<file path="config.mk">
export PLATFORM = sky130hd
export DESIGN_NAME = base64_stream_encoder_core
export DESIGN_NICKNAME = d
export VERILOG_FILES = /design/src/rtl/b64enc_pkg.sv /design/src/rtl/b64enc_front.sv /design/src/rtl/b64enc_queue.sv /design/src/rtl/b64enc_back.sv /design/src/rtl/base64_stream_encoder_core.sv
export SDC_FILE = /design/constraint.sdc
export NUM_CORES = 1
export LEC_CHECK = 0
export BUFFER_PORTS_ARGS = -buffer_cell sky130_fd_sc_hd__buf_2
export CAP_MARGIN = 20
export CORE_ASPECT_RATIO = 0.75
export CORE_MARGIN = 2
export CORE_UTILIZATION = 45
export DETAILED_ROUTE_END_ITERATION = 7
export GPL_ROUTABILITY_DRIVEN = 0
export PLACE_DENSITY = 0.61
export SLEW_MARGIN = 5
export SYNTH_ARGS = -nofsm -noshare
export SYNTH_HDL_FRONTEND = slang
export SYNTH_HIERARCHICAL = 1
export SYNTH_SLANG_ARGS = --single-unit
</file>
<file path="constraint.sdc">
create_clock -name clk -period 5 [get_ports clk]
set_input_delay 0.25 -clock clk [delete_from_list [all_inputs] [get_ports clk]]
set_output_delay 0.25 -clock clk [all_outputs]
set_load 0.005 [all_outputs]
</file>
<file path="src/rtl/b64enc_pkg.sv">
// shared types, constants and the sextet to character mapping
`default_nettype none

package b64enc_pkg;

  localparam int QUEUE_DEPTH = 2;
  localparam int MAX_CHARS   = 4;

  localparam logic [6:0] PAD_CHAR   = 7'h3D;  // '='
  localparam logic [6:0] CHAR_UPPER = 7'h41;  // 'A'
  localparam logic [6:0] CHAR_LOWER = 7'h61;  // 'a'
  localparam logic [6:0] CHAR_DIGIT = 7'h30;  // '0'
  localparam logic [6:0] CHAR_PLUS  = 7'h2B;  // '+'
  localparam logic [6:0] CHAR_SLASH = 7'h2F;  // '/'

  // position of the next byte within its 3-byte group
  typedef enum logic [1:0] {
    POS_FIRST  = 2'd0,
    POS_SECOND = 2'd1,
    POS_THIRD  = 2'd2
  } grp_pos_t;

  // characters produced by one byte, handed from front to back
  typedef struct packed {
    logic [MAX_CHARS-1:0][6:0] chars;
    logic [1:0]                last_idx;
    logic                      msg_last;
  } job_t;

  function automatic logic [6:0] sextet_char(input logic [5:0] v);
    logic [6:0] c;
    c = CHAR_SLASH;
    if (v < 6'd26) begin
      c = CHAR_UPPER + {1'b0, v};
    end else if (v < 6'd52) begin
      c = CHAR_LOWER + {1'b0, v - 6'd26};
    end else if (v < 6'd62) begin
      c = CHAR_DIGIT + {1'b0, v - 6'd52};
    end else if (v == 6'd62) begin
      c = CHAR_PLUS;
    end
    return c;
  endfunction

endpackage

`default_nettype wire

</file>
<file path="src/rtl/b64enc_front.sv">
// byte intake: tracks the group position and builds the characters for each byte
`default_nettype none

module b64enc_front (
  input  wire logic              clk,
  input  wire logic              rst,
  input  wire logic [7:0]        data_byte,
  input  wire logic              last_byte,
  input  wire logic              in_valid,
  output logic                   in_ready,
  input  wire logic              q_full,
  output logic                   push,
  output b64enc_pkg::job_t       job
);

  b64enc_pkg::grp_pos_t pos, pos_next;
  logic [3:0]           carry, carry_next;

  assign in_ready = !q_full;
  assign push     = in_valid && in_ready;

  // next position and leftover bits
  always_comb begin
    pos_next   = pos;
    carry_next = carry;
    if (push) begin
      case (pos)
        b64enc_pkg::POS_SECOND: begin
          if (last_byte) begin
            pos_next   = b64enc_pkg::POS_FIRST;
            carry_next = '0;
          end else begin
            pos_next   = b64enc_pkg::POS_THIRD;
            carry_next = data_byte[3:0];
          end
        end
        b64enc_pkg::POS_THIRD: begin
          pos_next   = b64enc_pkg::POS_FIRST;
          carry_next = '0;
        end
        default: begin
          if (last_byte) begin
            pos_next   = b64enc_pkg::POS_FIRST;
            carry_next = '0;
          end else begin
            pos_next   = b64enc_pkg::POS_SECOND;
            carry_next = {2'b00, data_byte[1:0]};
          end
        end
      endcase
    end
  end

  // characters for the byte on the input
  always_comb begin
    job          = '0;
    job.msg_last = last_byte;
    case (pos)
      b64enc_pkg::POS_SECOND: begin
        job.chars[0] = b64enc_pkg::sextet_char({carry[1:0], data_byte[7:4]});
        if (last_byte) begin
          job.chars[1] = b64enc_pkg::sextet_char({data_byte[3:0], 2'b00});
          job.chars[2] = b64enc_pkg::PAD_CHAR;
          job.last_idx = 2'd2;
        end else begin
          job.last_idx = 2'd0;
        end
      end
      b64enc_pkg::POS_THIRD: begin
        job.chars[0] = b64enc_pkg::sextet_char({carry, data_byte[7:6]});
        job.chars[1] = b64enc_pkg::sextet_char(data_byte[5:0]);
        job.last_idx = 2'd1;
      end
      default: begin
        job.chars[0] = b64enc_pkg::sextet_char(data_byte[7:2]);
        if (last_byte) begin
          job.chars[1] = b64enc_pkg::sextet_char({data_byte[1:0], 4'b0000});
          job.chars[2] = b64enc_pkg::PAD_CHAR;
          job.chars[3] = b64enc_pkg::PAD_CHAR;
          job.last_idx = 2'd3;
        end else begin
          job.last_idx = 2'd0;
        end
      end
    endcase
  end

  always_ff @(posedge clk) begin
    if (rst) begin
      pos   <= b64enc_pkg::POS_FIRST;
      carry <= '0;
    end else begin
      pos   <= pos_next;
      carry <= carry_next;
    end
  end

endmodule

`default_nettype wire

</file>
<file path="src/rtl/b64enc_queue.sv">
// short register queue of character groups between intake and output
`default_nettype none

module b64enc_queue #(
  parameter int Depth = b64enc_pkg::QUEUE_DEPTH
) (
  input  wire logic             clk,
  input  wire logic             rst,
  input  wire logic             push,
  input  wire b64enc_pkg::job_t wr_data,
  output logic                  full,
  input  wire logic             pop,
  output logic                  head_valid,
  output b64enc_pkg::job_t      head
);

  localparam int PtrW = (Depth > 1) ? $clog2(Depth) : 1;
  localparam int CntW = $clog2(Depth + 1);

  b64enc_pkg::job_t  entries [Depth];
  logic [PtrW-1:0]   wr_ptr, rd_ptr;
  logic [CntW-1:0]   count, count_next;

  assign full       = (count == CntW'(Depth));
  assign head_valid = (count != '0);
  assign head       = entries[rd_ptr];

  always_comb begin
    case ({push, pop})
      2'b10:   count_next = count + 1'b1;
      2'b01:   count_next = count - 1'b1;
      default: count_next = count;
    endcase
  end

  always_ff @(posedge clk) begin
    if (rst) begin
      wr_ptr <= '0;
      rd_ptr <= '0;
      count  <= '0;
    end else begin
      count <= count_next;
      if (push) begin
        wr_ptr <= (wr_ptr == PtrW'(Depth - 1)) ? '0 : wr_ptr + 1'b1;
      end
      if (pop) begin
        rd_ptr <= (rd_ptr == PtrW'(Depth - 1)) ? '0 : rd_ptr + 1'b1;
      end
    end
  end

  always_ff @(posedge clk) begin
    if (push) begin
      entries[wr_ptr] <= wr_data;
    end
  end

endmodule

`default_nettype wire

</file>
<file path="src/rtl/b64enc_back.sv">
// output side: walks each queued group one character per cycle into the output register while out_ready allows
`default_nettype none

module b64enc_back (
  input  wire logic              clk,
  input  wire logic              rst,
  input  wire logic              head_valid,
  input  wire b64enc_pkg::job_t  head,
  output logic                   pop,
  output logic [6:0]             out_char,
  output logic                   last_char,
  output logic                   out_valid,
  input  wire logic              out_ready
);

  logic [1:0] idx;
  logic       emit;
  logic       at_end;

  assign emit   = head_valid && (!out_valid || out_ready);
  assign at_end = (idx == head.last_idx);
  assign pop    = emit && at_end;

  always_ff @(posedge clk) begin
    if (rst) begin
      out_valid <= 1'b0;
      idx       <= '0;
    end else begin
      if (emit) begin
        out_valid <= 1'b1;
        idx       <= at_end ? 2'd0 : idx + 1'b1;
      end else if (out_ready) begin
        out_valid <= 1'b0;
      end
    end
  end

  always_ff @(posedge clk) begin
    if (emit) begin
      out_char  <= head.chars[idx];
      last_char <= head.msg_last && at_end;
    end
  end

endmodule

`default_nettype wire

</file>
<file path="src/rtl/base64_stream_encoder_core.sv">
// base64 encoder: one byte in, one to four characters out, one character per cycle unless the output stalls
// path: a byte is written into the group queue, then its first character into the output register
// throughput: one character per cycle from the output register while out_ready allows, 4 characters
// per 3 bytes; the intake stalls only when the group queue is full
// reset: synchronous rst clears group position, leftover bits, queue and output valid
`default_nettype none

module base64_stream_encoder_core #(
  parameter int QUEUE_DEPTH = b64enc_pkg::QUEUE_DEPTH
) (
  input  wire logic       clk,
  input  wire logic       rst,
  input  wire logic [7:0] data_byte,
  input  wire logic       last_byte,
  input  wire logic       in_valid,
  output logic            in_ready,
  output logic [6:0]      out_char,
  output logic            last_char,
  output logic            out_valid,
  input  wire logic       out_ready
);

  b64enc_pkg::job_t new_job;
  b64enc_pkg::job_t head;
  logic             push;
  logic             pop;
  logic             q_full;
  logic             head_valid;

  b64enc_front u_front (
    .clk       (clk),
    .rst       (rst),
    .data_byte (data_byte),
    .last_byte (last_byte),
    .in_valid  (in_valid),
    .in_ready  (in_ready),
    .q_full    (q_full),
    .push      (push),
    .job       (new_job)
  );

  b64enc_queue #(
    .Depth (QUEUE_DEPTH)
  ) u_queue (
    .clk        (clk),
    .rst        (rst),
    .push       (push),
    .wr_data    (new_job),
    .full       (q_full),
    .pop        (pop),
    .head_valid (head_valid),
    .head       (head)
  );

  b64enc_back u_back (
    .clk        (clk),
    .rst        (rst),
    .head_valid (head_valid),
    .head       (head),
    .pop        (pop),
    .out_char   (out_char),
    .last_char  (last_char),
    .out_valid  (out_valid),
    .out_ready  (out_ready)
  );

endmodule

`default_nettype wire

</file>
## Word level (Yosys, flattened, before mapping)

Memories as Yosys holds them, arrays and structs flattened. A register that Yosys moved wholly into a read port is not among the register bits.
Index checks and enable logic that the tools add are counted.

- Add/sub/neg operators: 35
- $lt $le $gt $ge: 19
- Eq/ne operators: 10
- Mux-type cells: 47
- Reduce and logical (&&, ||, !) cells: 11

Operator list:

| cell | count |
|---|---|
| 7-bit two-way mux | 19 |
| 7-bit by 6-bit adder with 7-bit output (first input constant) | 12 |
| 6-bit less-than comparator (second input constant) | 12 |
| 6-bit by 6-bit adder with 7-bit output (first input constant) | 6 |
| 6-bit by 5-bit less-than comparator with 1-bit output (second input constant) | 6 |
| 6-bit by 5-bit subtractor with 6-bit output (second input constant) | 6 |
| 6-bit subtractor (second input constant) | 6 |
| 16-bit one-hot mux with 2 select lines | 1 |
| 6-bit equality test (second input constant) | 4 |
| 20-bit two-way mux | 1 |
| 7-bit binary-select mux with 2-bit select | 1 |
| 7-bit one-hot mux with 2 select lines | 1 |
| 13-bit two-way mux | 1 |
| 3-bit two-way mux | 4 |
| 2-bit two-way mux | 5 |
| 1-bit two-way mux | 9 |
| 2-bit one-hot mux with 2 select lines | 2 |
| 4-bit one-hot mux with 2 select lines | 1 |
| 2-bit equality test (second input constant) | 3 |
| 6-bit two-way mux | 1 |
| 2-bit nonzero test | 3 |
| 2-bit by 1-bit adder with 2-bit output (second input constant) | 2 |
| 2-bit by 1-bit equality test with 1-bit output (second input constant) | 2 |
| 1-bit logical AND | 4 |
| 8 further kinds | 10 |

- Register bits after elaboration: 21
- Bits in writable memories: 60
- Output and inout bits: 10
- Memories kept: 1

Memories:

| name | words | bits a word | read ports | clocked after Yosys merged registers in | write ports | line | source |
|---|---|---|---|---|---|---|---|
| u_queue.entries | 2 | 30 | 1 | 1 | 1 | b64enc_queue.sv:20 | `b64enc_pkg::job_t entries [Depth];` |

## Longest topological paths before layout

- Depth after elaboration: 7
- Mapped depth: 10

## Hierarchy

Netlist, hierarchy kept.

By module, submodules not included:

| module | instances | cells an instance | area an instance (sq um) | sequential area each (sq um) |
|---|---|---|---|---|
| b64enc_front | 1 | 391 | 2,766.4 | 120.1 |
| b64enc_queue | 1 | 118 | 2,433.6 | 1,961.9 |
| b64enc_back | 1 | 38 | 610.6 | 300.3 |

## Worst setup path after synthesis

OpenSTA, ideal clock, no wires.

- Kind: register -> register
- From: register u_queue.count[0]
- To: memory u_queue/entries[0][0] in the netlist's numbering (enable)
- Library setup time: 0.419 ns
- Arrival time: 2.370 ns
- Slack: 2.212 ns
- Cell stages (with the launch flop): 7
- Path through: dfxtp_1 > and2b_2 > inv_1 > nand2_1 > inv_1 > inv_1 > nor2_1

- Word-level cells in the longest chain between the ends: 5

RTL lines:

| what | line | source |
|---|---|---|
| start, declared | b64enc_queue.sv:22 | `logic [CntW-1:0] count, count_next;` |
| start signal, assigned | b64enc_queue.sv:42 | `count <= count_next;` |
| 2-bit equality test | b64enc_queue.sv:24 | `assign full = (count == CntW'(Depth));` |
| via q_full | base64_stream_encoder_core.sv:27 | `logic q_full;` |
| 1-bit zero test | b64enc_front.sv:19 | `assign in_ready = !q_full;` |
| via in_ready | base64_stream_encoder_core.sv:16 | `output logic in_ready,` |
| 1-bit logical AND | b64enc_front.sv:20 | `assign push = in_valid && in_ready;` |
| via push | base64_stream_encoder_core.sv:25 | `logic push;` |
| 1-bit two-way mux | b64enc_queue.sv:53 | `if (push) begin` |
| 1-bit two-way mux (not written as such) | b64enc_queue.sv:54 | `entries[wr_ptr] <= wr_data;` |
| end, declared | b64enc_queue.sv:20 |  |

The timed path passes the listed nets, and every way through them passes these cells.

==> impl_metrics.py <==
metrics = {
    "setup_path": {
        "cp-startpoint": "u_front/carry[1]",
        "cp.arrival_ps": 2930,
        "worstPathRequired_ps": 5030,
        "end_kind": "flop",
        "critPathKind": "reg2reg",
        "cp_cell_sequence": "clkinv_1, ha_1, nand3b_1, nand2b_1, nor2_1, a21oi_1, a221oi_1, a21oi_1",
        "crit_slowest_cell": "dfxtp_1",
        "cp_max_fo": 15,
        "worstSetupStartpointType": "flop",
        "cpMostUsedCell": "a21oi_1",
        "slowest_delay_ps": 660,
        "timing.rr.start": "u_front/carry[1]",
    },
    "global_routing": {
        "grt_use_total": 0.195,
        "grt_pass1_vias": 3788,
        "antenna_found_initial": 0,
        "grt_start_max_net_pins": 32,
        "grt_overflow": 0,
        "grt_pass1_wl_mm": 20.6,
    },
    "logic_synthesis": {
        "ys_seq_elements": 84,
        "synth_top_area_share": 0.362,
        "synth_top_flop_cell": "edfxtp_1",
        "yosysWarnings": 6,
        "synth_cells": 547,
        "synth_edf_count": 70,
        "synth_seq_area_share": 0.410,
        "synth_area_leaders": "edfxtp_1, ha_1, mux2_2, dfxtp_1, xnor2_1",
        "synth.most_common_cell": "edfxtp_1",
        "post_synth_num_cell_types": 71,
        "synth-async-reset-ratio": 0,
        "synth_top_area_cell": "edfxtp_1",
        "netlist_area_sq_um": 5810,
        "synth_commonest_cells": "edfxtp_1, nand2_1, ha_1",
        "syn_avg_cell_area_sq_um": 10.6,
    },
    "finish": {
        "antenna_cells": 0,
        "fill_cells": 1123,
        "drive_above_1_share": 0.172,
        "area_growth_pct": 6.70,
        "post-route-util": 0.498,
        "fin_area_sq_um": 6200,
        "nets": 599,
    },
    "power": {
        "power.total_mw": 2.40,
        "pwr-share-seq": 0.432,
        "internal_power_mw": 1.67,
        "power-per-cell-area_nw_per_um2": 387,
        "netSwitchingFraction": 0.302,
        "peakVddDrop_uv": 235,
        "pwr-share-clk": 0.273,
        "combPwrFrac": 0.295,
        "switching_power_mw": 0.726,
        "p_leak_nw": 2.27,
    },
    "clocking": {
        "cts_root_buf": "clkbuf_16",
        "cts_max_path_buffers": 2,
        "cts_sinks": 84,
        "htreeDepth": 3,
        "tritoncts": "built",
        "cts_buffers": 9,
        "clk_latency_ps": 340,
        "post_cts_buffers": 0,
        "postCtsHoldBufs": 0,
        "clkTransAtPathRegs_ps": 60,
        "cts_resized": 0,
    },
    "routing": {
        "drcViolationCount": 0,
        "drt-pass1-iter-count": 5,
        "postRouteAntennaNets": 0,
        "dr_total_vias": 4146,
        "wl_per_cell_um": 18.0,
        "avgViaCountPerCell": 5.81,
        "drtIter0Drc": 368,
        "drt-total-wl_mm": 12.8,
    },
    "run_status": {
        "status": "complete, no violations",
    },
    "place": {
        "port_buffers": 22,
        "dp_hpwl_mm": 9.08,
        "place_area_sq_um": 5900,
    },
    "floorplan": {
        "core-area_sq_um": 12400,
        "dieArea_sq_um": 13800,
        "initial_core_util": 0.467,
        "rows": 35,
        "ioPinCount": 23,
        "die_h_um": 102,
        "fp.dieW_um": 135,
    },
    "timing": {
        "timing.final.hold_violations": 0,
        "fmax_ghz": 0.345,
        "finalSetupViolations": 0,
        "rsz0062_at_grt": "no",
        "worst_pin_slew_ps": 904,
        "timing.final.crit_period_ps": 2900,
        "slew_viol_final": 0,
        "finalCritPeriodShare": 0.580,
        "relSlewSlack": 0.397,
        "fin_worst_skew_ps": 7.26,
        "tns_ps": 0,
    },
    "min_path": {
        "hold_class": "in2reg",
        "min_from": "last_byte",
    },
    "job": {
        "maxCapViolCount": 0,
    },
}
[power groups by stage]
stage | Sequential [mW] | Clock, mW | Combinational [mW]
finish | 1.04 | 0.654 | 0.709
global route | 1.06 | 0.701 | 0.782
CTS | 1.04 | 0.668 | 0.712
detailed placement | 1.05 | 0 | 0.708
global placement | 1.05 | 0 | 0.702
floorplan | 1.02 | 0 | 0.562
[sequential cells by signal, indices dropped and copies added, names as in the netlist, named ones only]
name	flops
u_queue/entries	62
u_back/out_char	7
u_front/carry	4
u_back/idx	2
u_front/pos	2
u_queue/count	2
u_back/last_char	1
u_back/out_valid	1
u_queue/rd_ptr	1
u_queue/wr_ptr	1
[worst max-delay path: cells and delay by family (launching register included)]
kind,cells,cell delay [ps]
compound gates,3,460
fa+ha+maj,1,330
simple gates,3,760
buf+inv,1,370
flops,1,660
[layout make-up]
type / instances / area [sq um] / area share
clock buffer: 9 / 225 / 0.0363
timing repair buffer: 25 / 133 / 0.0214
multi-input combinational: 401 / 3090 / 0.499
tap: 166 / 208 / 0.0335
clock inverter: 7 / 76.3 / 0.0123
sequential: 84 / 2380 / 0.384
inverter: 22 / 82.6 / 0.0133
[layer usage]
metal,wire length [um],share of wire,global-route usage
met1,6310,0.49,0.296
met2,5500,0.43,0.282
met3,943,0.074,0.0486
met4,68,0.0053,0.0385
met5,0,0,0
[metrics by stage]
step,hold WS [ps],setup WS (ps),std cells
6_report,260,2100,714
5_1_grt,268,1900,714
4_1_cts,255,2140,714
3_5_place_dp,481,2160,698
3_3_place_gp,462,2150,698
2_1_floorplan,319,2210,550
[cells by family after synthesis]
kind of cell               synth area share
DFF                                   0.410
AOI/OAI and AO/OA                     0.146
muxes                                0.0939
buffers and inverters                0.0601
xor gates and xnor gates             0.0807
adders and majority gates            0.0926
and+or+nand+nor                       0.116
other                              0.000645
[worst paths after layout]
check	slack, ps	to	cells past startpoint
worst max register to register	2100	u_queue/entries[1][3]	8
worst min register to register	490	u_front/pos[0]	2
worst min-delay path	260	u_queue/entries[0][0]	1
worst max-delay path	2100	u_queue/entries[1][3]	8
[layout by cell type (no fill, tap or decap), types with 5 or more instances in the layout]
cell type  netlist  routed
edfxtp_1        70      70
xor2_1          16      16
nand2b_1         8       8
a21oi_1         35      35
a31oi_1          8       8
dfxtp_1         14      14
ha_1            43      43
a211oi_1         5       5
o211ai_1         7       7
xnor2_1         32      32
buf_2            9      22
a21o_1           5       5
nor2_1          27      26
mux2_2          32      32
nand2_1         45      45
nand3_1         14      14
nor2b_1         11      11
o21ai_0         24      24
nand4_1          7       7
mux4_2           5       5
clkbuf_16        0       9
inv_1           20      20
Note: power is estimated with default switching activity, not from simulation.
